**config.mk**
```make
export PLATFORM = sky130hd
export DESIGN_NAME = sorted_window_median_tracker
export DESIGN_NICKNAME = d
export VERILOG_FILES = /design/src/hw/rtl/swmt_pkg.sv /design/src/hw/rtl/swmt_cell.sv /design/src/hw/rtl/sorted_window_median_tracker.sv
export SDC_FILE = /design/constraint.sdc
export NUM_CORES = 2
export LEC_CHECK = 0
export BUFFER_PORTS_ARGS = -buffer_cell sky130_fd_sc_hd__buf_2
export CAP_MARGIN = 20
export CORE_UTILIZATION = 35
export CTS_CLUSTER_DIAMETER = 50
export DETAILED_ROUTE_END_ITERATION = 7
export PLACE_DENSITY_LB_ADDON = 0.05
export SKIP_LAST_GASP = 1
export SLEW_MARGIN = 20
export SYNTH_ARGS = -nofsm -noshare
export SYNTH_HDL_FRONTEND = slang
export SYNTH_HIERARCHICAL = 1
export SYNTH_SLANG_ARGS = --single-unit
```
**constraint.sdc**
```tcl
create_clock -name clk -period 4.8 [get_ports clk]
set_clock_uncertainty 0.1 [all_clocks]
set_input_delay 0 -clock clk [delete_from_list [all_inputs] [get_ports clk]]
set_output_delay 0 -clock clk [all_outputs]
set_load 0.1 [all_outputs]
```
**src/hw/rtl/swmt_pkg.sv**
```systemverilog
// Shared types and constants for the sorted window median tracker.
package swmt_pkg;

  localparam int unsigned LVL_W             = 16;
  localparam int unsigned CNT_W             = 8;
  localparam int unsigned DEF_WINDOW_DEPTH  = 17;
  localparam logic [CNT_W-1:0] COUNT_LIMIT  = 8'd254;

  typedef logic signed [LVL_W-1:0] lvl_t;
  typedef logic [CNT_W-1:0]        cnt_t;

  // pair travelling along the row of cells
  typedef struct packed {
    logic vld;
    lvl_t lvl;
    lvl_t tmp;
  } carry_t;

endpackage

```
**src/hw/rtl/swmt_cell.sv**
```systemverilog
// One window slot: holds a level/temperature pair and passes carried pairs on.
module swmt_cell
  import swmt_pkg::*;
(
  input  logic   clk,
  input  logic   rst_n,
  input  lvl_t   smp_lvl,
  input  carry_t rin,
  input  carry_t lin,
  output carry_t rout,
  output carry_t lout,
  output lvl_t   level_o,
  output lvl_t   temp_o,
  output logic   ge_o,
  output logic   le_o
);

  lvl_t   level_r;
  lvl_t   temp_r;
  carry_t rout_r;
  carry_t lout_r;
  logic   empty;

  assign empty = (level_r == '0);

  always_ff @(posedge clk) begin
    if (!rst_n) begin
      level_r    <= '0;
      temp_r     <= '0;
      rout_r.vld <= 1'b0;
      lout_r.vld <= 1'b0;
    end else begin
      if (rin.vld) begin
        level_r <= rin.lvl;
        temp_r  <= rin.tmp;
      end else if (lin.vld) begin
        level_r <= lin.lvl;
        temp_r  <= lin.tmp;
      end
      // an empty slot swallows nothing: the carried pair moves on unchanged
      rout_r.vld <= rin.vld;
      rout_r.lvl <= empty ? rin.lvl : level_r;
      rout_r.tmp <= empty ? rin.tmp : temp_r;
      lout_r.vld <= lin.vld;
      lout_r.lvl <= empty ? lin.lvl : level_r;
      lout_r.tmp <= empty ? lin.tmp : temp_r;
    end
  end

  assign rout    = rout_r;
  assign lout    = lout_r;
  assign level_o = level_r;
  assign temp_o  = temp_r;
  assign ge_o    = (smp_lvl >= level_r);
  assign le_o    = (smp_lvl <= level_r);

endmodule

```
**src/hw/rtl/sorted_window_median_tracker.sv**
```systemverilog
// Sorted window median tracker: top level with control and the row of cells.
// A valid sample passes S_SEARCH and S_SHIFT before S_DONE loads its result; an ignored
// one (invalid or count full) goes straight to S_DONE. Requests are taken in S_IDLE only,
// after the carried pair has walked the row one cell per cycle and S_DONE, which waits on
// an untaken result, has reloaded the output register; a finished result may wait there
// while the next request is taken. Sync active-low reset empties all.
module sorted_window_median_tracker
  import swmt_pkg::*;
#(
  parameter int unsigned WINDOW_DEPTH = DEF_WINDOW_DEPTH
) (
  input  logic        clk,
  input  logic        rst_n,
  input  logic        in_tvalid,
  output logic        in_tready,
  input  logic [31:0] in_tdata,   // [15:0] level, [31:16] temperature
  input  logic [0:0]  in_tuser,   // [0] invalid
  output logic        out_tvalid,
  input  logic        out_tready,
  output logic [39:0] out_tdata   // [15:0] median_level, [31:16] median_temperature,
                                  // [39:32] sample_count
);

  localparam int unsigned MID  = WINDOW_DEPTH / 2;
  localparam int unsigned SC_W = (WINDOW_DEPTH > 1) ? $clog2(WINDOW_DEPTH) : 1;

  typedef enum logic [1:0] {S_IDLE, S_SEARCH, S_SHIFT, S_DONE} state_t;

  state_t            state_r;
  logic [SC_W-1:0]   shift_cnt_r;
  cnt_t              count_r;
  lvl_t              smp_lvl_r;
  lvl_t              smp_tmp_r;
  logic              ins_r;
  logic              out_tvalid_r;
  logic [39:0]       out_tdata_r;

  // row signals
  carry_t            rin   [WINDOW_DEPTH];
  carry_t            lin   [WINDOW_DEPTH];
  carry_t            rout  [WINDOW_DEPTH];
  carry_t            lout  [WINDOW_DEPTH];
  lvl_t              lvl_w [WINDOW_DEPTH];
  lvl_t              tmp_w [WINDOW_DEPTH];
  logic [WINDOW_DEPTH-1:0] ge;
  logic [WINDOW_DEPTH-1:0] le;
  logic [WINDOW_DEPTH-1:0] inj_r;
  logic [WINDOW_DEPTH-1:0] inj_l;
  logic [WINDOW_DEPTH-1:0] hit_lo;
  logic [WINDOW_DEPTH-1:0] hit_hi;
  logic              found_lo;
  logic              found_hi;
  logic              go;
  logic              in_acc;
  carry_t            smp;

  assign in_tready = (state_r == S_IDLE);
  assign in_acc    = in_tvalid && in_tready;
  assign go        = (state_r == S_SEARCH) && ins_r;
  assign smp       = '{vld: 1'b1, lvl: smp_lvl_r, tmp: smp_tmp_r};

  // Find the gap for the sample. Below the middle the search runs from the middle
  // down, above it from the middle up; the first gap found wins.
  always_comb begin
    hit_lo   = '0;
    hit_hi   = '0;
    found_lo = 1'b0;
    found_hi = 1'b0;
    for (int i = MID; i > 0; i--) begin
      hit_lo[i] = ge[i-1] && le[i] && !found_lo;
      found_lo  = found_lo || (ge[i-1] && le[i]);
    end
    for (int i = MID; i < WINDOW_DEPTH - 1; i++) begin
      hit_hi[i] = ge[i] && le[i+1] && !found_hi;
      found_hi  = found_hi || (ge[i] && le[i+1]);
    end
  end

  // where the carried pairs start
  always_comb begin
    inj_r = '0;
    inj_l = '0;
    if (go) begin
      if (!ge[MID]) begin
        // smaller than the middle: shift right, last entry falls off
        if (found_lo) inj_r = hit_lo;
        else          inj_r[0] = 1'b1;
      end else if (!le[MID]) begin
        // larger than the middle: shift left, first entry falls off
        if (found_hi) inj_l = hit_hi;
        else          inj_l[WINDOW_DEPTH-1] = 1'b1;
      end else begin
        // equal: both ways from the middle
        inj_r[MID]   = 1'b1;
        inj_l[MID-1] = 1'b1;
      end
    end
  end

  for (genvar g = 0; g < WINDOW_DEPTH; g++) begin : g_row
    if (g == 0) begin : g_first
      assign rin[g] = inj_r[g] ? smp : carry_t'('0);
    end else begin : g_rest
      assign rin[g] = inj_r[g] ? smp : rout[g-1];
    end
    if (g == WINDOW_DEPTH - 1) begin : g_last
      assign lin[g] = inj_l[g] ? smp : carry_t'('0);
    end else begin : g_inner
      assign lin[g] = inj_l[g] ? smp : lout[g+1];
    end

    swmt_cell u_cell (
      .clk     (clk),
      .rst_n   (rst_n),
      .smp_lvl (smp_lvl_r),
      .rin     (rin[g]),
      .lin     (lin[g]),
      .rout    (rout[g]),
      .lout    (lout[g]),
      .level_o (lvl_w[g]),
      .temp_o  (tmp_w[g]),
      .ge_o    (ge[g]),
      .le_o    (le[g])
    );
  end

  // sample capture, sequencing and output register
  always_ff @(posedge clk) begin
    if (!rst_n) begin
      state_r      <= S_IDLE;
      shift_cnt_r  <= '0;
      count_r      <= '0;
      ins_r        <= 1'b0;
      out_tvalid_r <= 1'b0;
    end else begin
      // in S_DONE the output register is reloaded below instead
      if (out_tvalid_r && out_tready && (state_r != S_DONE)) out_tvalid_r <= 1'b0;
      unique case (state_r)
        S_IDLE: begin
          if (in_acc) begin
            smp_lvl_r <= in_tdata[15:0];
            smp_tmp_r <= in_tdata[31:16];
            ins_r     <= !in_tuser[0] && (count_r <= COUNT_LIMIT);
            state_r   <= (!in_tuser[0] && (count_r <= COUNT_LIMIT)) ? S_SEARCH : S_DONE;
          end
        end
        S_SEARCH: begin
          count_r     <= count_r + cnt_t'(1);
          shift_cnt_r <= '0;
          state_r     <= S_SHIFT;
        end
        S_SHIFT: begin
          if (shift_cnt_r == SC_W'(WINDOW_DEPTH - 1)) state_r <= S_DONE;
          shift_cnt_r <= shift_cnt_r + SC_W'(1);
        end
        S_DONE: begin
          if (!out_tvalid_r || out_tready) begin
            out_tdata_r  <= {count_r, tmp_w[MID], lvl_w[MID]};
            out_tvalid_r <= 1'b1;
            state_r      <= S_IDLE;
          end
        end
        default: state_r <= S_IDLE;
      endcase
    end
  end

  assign out_tvalid = out_tvalid_r;
  assign out_tdata  = out_tdata_r;

endmodule

```
==> impl_metrics.csv <==
group,metric,value,unit
drt,wl_per_cell,22.55,µm
setup_path,r2r-start,"smp_lvl_r[9]$_DFFE_PP_",
grt,grt_pass1_wl,396.5,mm
pwr,p_comb_frac,0.135,
sta,grt_setup_unrepaired,"false",
sta,final_max_slew_viol_count,0,
drt,drt_pass1_iterations,6,
place,gp_congestion,0.8176,
setup_path,crit_chain,"buf_12, buf_12, ha_1, nand4_1, or2_1, o22ai_2, o41ai_4, nand2b_4, buf_4, a2111o_1, buf_4, or3b_2, buf_12, nand2b_2, buf_12, o21ai_0, and2_1",
final_layout,area_growth,17.31,%
setup_path,rrSetupSlack,0.14,ns
final_layout,fin_area,100200,µm²
setup_path,crit_path_max_fanout,50,
pwr,seqPwrFrac,0.407,
clocking,clkTransAtPathRegs,0.06,ns
drt,drc_errors,0,
setup_path,r2r_end,"g_row[4].u_cell/level_o[11]$_SDFFE_PN0P_",
floorplan,start_util,0.3535,
setup_path,r2r_cells,17,
place,hpwlAfterDp,180.3,mm
floorplan,ioPinCount,79,
place,dp_cells,11490,
setup_path,cp_slowest_cell,"or3b_2",
clocking,clockRootBuffer,"clkbuf_16",
sta,post-route-min-period,4.661,ns
synth,syn_inst,8514,
clocking,cts_tree,"done",
clocking,h-tree-depth,5,
sta,fmax,214.5,MHz
clocking,cts_max_path_buffers,4,
sta,worst_hold_slack,0.07414,ns
synth,yosysWarnings,6,
pwr,p_leak,40.14,nW
drt,ant_nets,0,
grt,first_global_vias,57830,
drt,drt_iter0_drc,5187,
pwr,total_power,44.29,mW
grt,overflow,0,
final_layout,final_net_count,8993,
grt,track_usage,0.2179,
drt,viasPerCell,5.036,
sta,setup_violations,0,
synth,avgSynthCellArea,10.03,µm²
sta,relSlewSlack,0.2086,
final_layout,final_cells,12080,
pwr,pwr-share-clk,0.459,
grt,grt_max_degree,177,
setup_path,cp.required,5.48,ns
hold_path,min_from,"in_tdata[15]",
clocking,insertion_delay,0.91,ns
sta,setup_tns,0,ns
setup_path,slowest_delay,0.50,ns
setup_path,crit_top_cell,"buf_12",
hold_path,hold_end,"smp_lvl_r[15]$_DFFE_PP_",
floorplan,die_h,496.0,µm
place,placed_cell_area,89870,µm²
drt,totalWireLength,272.4,mm
pwr,p_sw,12.32,mW
pwr,swShare,0.2781,
floorplan,coreArea,241700,µm²
run,drv_cap,0,
pwr,ir_drop,0.0004138,V
pwr,p_per_area,442.0,nW/µm²
floorplan,die_area,246000,µm²
status,status,"completed",
pwr,p_int,31.97,mW
final_layout,drive_gt1_frac,0.1576,
final_layout,layout.cells.most_common_list,"nand2_1 (2888), edfxtp_1 (1096), and2_1 (650), dfxtp_1 (578), o21ai_0 (553)",
setup_path,crit_path_end_kind,"flop",
sta,tightestPinTransition,1.187,ns
floorplan,die_x,496.0,µm
synth,syn_nets,8832,
setup_path,arrival,5.34,ns
sta,fin_crit_sh,0.9711,
floorplan,rows,180,
final_layout,layout_commonest_cell,"nand2_1",
drt,vias,60810,
sta,final_hold_viol_count,0,
hold_path,hp-class,"in -> reg",
grt,antenna_found_initial,27,
hold_path,hold_depth,2,
setup_path,start_kind,"flop",
place,io_buffer_count,78,
synth,synth_area,85420,µm²
clocking,cts_made_buffers,280,
clocking,cts_sinks,1689,
setup_path,path_class,"reg -> reg",
==> critical path: cells and delay by family (launching register included) <==
family / cells / cell delay [ns]
flops: 1 / 0.43
buf+inv: 6 / 1.16
fa+ha+maj: 1 / 0.35
simple gates: 6 / 1.42
compound gates: 4 / 0.92
==> area by class of cell <==
type | count | area (µm²)
antenna | 8 | 20.02
multi-input combinational | 6045 | 37350
timing repair buffer | 374 | 3676
fill | 22920 | 141500
sequential | 1689 | 44810
clock inverter | 152 | 1752
inverter | 285 | 1070
tap | 3185 | 3985
clock buffer | 338 | 7543
==> routing by layer <==
metal	part of all wire	track usage	up-vias
met2	0.40	0.2989	1673
li1	-	-	29430
met3	0.054	0.03201	391
met5	0.000048	0	-
met4	0.031	0.07454	2
met1	0.52	0.3414	29310
==> worst max-delay path by stage <==
stage | startpoint | slack (ns) | to
final | smp_lvl_r[9]$_DFFE_PP_ | 0.14 | g_row[4].u_cell/level_o[11]$_SDFFE_PN0P_
after global routing | smp_lvl_r[13]$_DFFE_PP_ | 0.004 | g_row[15].u_cell/level_o[8]$_SDFFE_PN0P_
after CTS | smp_lvl_r[9]$_DFFE_PP_ | -0.04 | g_row[4].u_cell/level_o[11]$_SDFFE_PN0P_
after detailed placement | smp_lvl_r[8]$_DFFE_PP_ | -0.26 | g_row[15].u_cell/temp_o[2]$_SDFFE_PN0P_
after global placement | smp_lvl_r[9]$_DFFE_PP_ | -0.15 | g_row[15].u_cell/temp_o[2]$_SDFFE_PN0P_
after floorplan | smp_lvl_r[7]$_DFFE_PP_ | 0.33 | g_row[4].u_cell/level_o[15]$_SDFFE_PN0P_
==> what timing repair did <==
item	CTS	global route
gates resized for setup	2	15
buffers inserted	3	10
pin swaps	1	6
endpoints found under the hold margin	505	0
setup endpoints to repair	319	502
hold buffers	76	0
cloned	0	1
==> stage by stage <==
| step | util | worst slack (ns) |
|---|---|---|
| after CTS | 0.4138 | -0.04463 |
| after global placement | 0.3717 | -0.1482 |
| after floorplan | - | 0.3279 |
| after global routing | 0.4146 | 0.004301 |
| after detailed placement | 0.3719 | -0.2607 |
| final | 0.4147 | 0.1386 |
==> sequential cells by signal, indices dropped and copies added (netlist names) <==
| register | cells |
|---|---|
| shift_cnt_r | 5 |
| smp_tmp_r | 16 |
| count_r | 8 |
| state_r | 2 |
| g_row.u_cell/rout | 528 |
| g_row.u_cell/temp_o | 272 |
| ins_r | 1 |
| out_tvalid | 1 |
| g_row.u_cell/level_o | 272 |
| out_tdata | 40 |
| g_row.u_cell/lout | 528 |
| smp_lvl_r | 16 |
==> power groups by stage <==
stage	Clock (mW)	Combinational, mW	Sequential (mW)
after global routing	21.4	6.53	18.1
after floorplan	0	3.39	17.9
after detailed placement	0	5.87	18.3
final	20.3	5.96	18.0
after global placement	0	5.87	18.3
after CTS	20.9	5.98	18.0
Note: power is estimated with default switching activity, not from simulation.
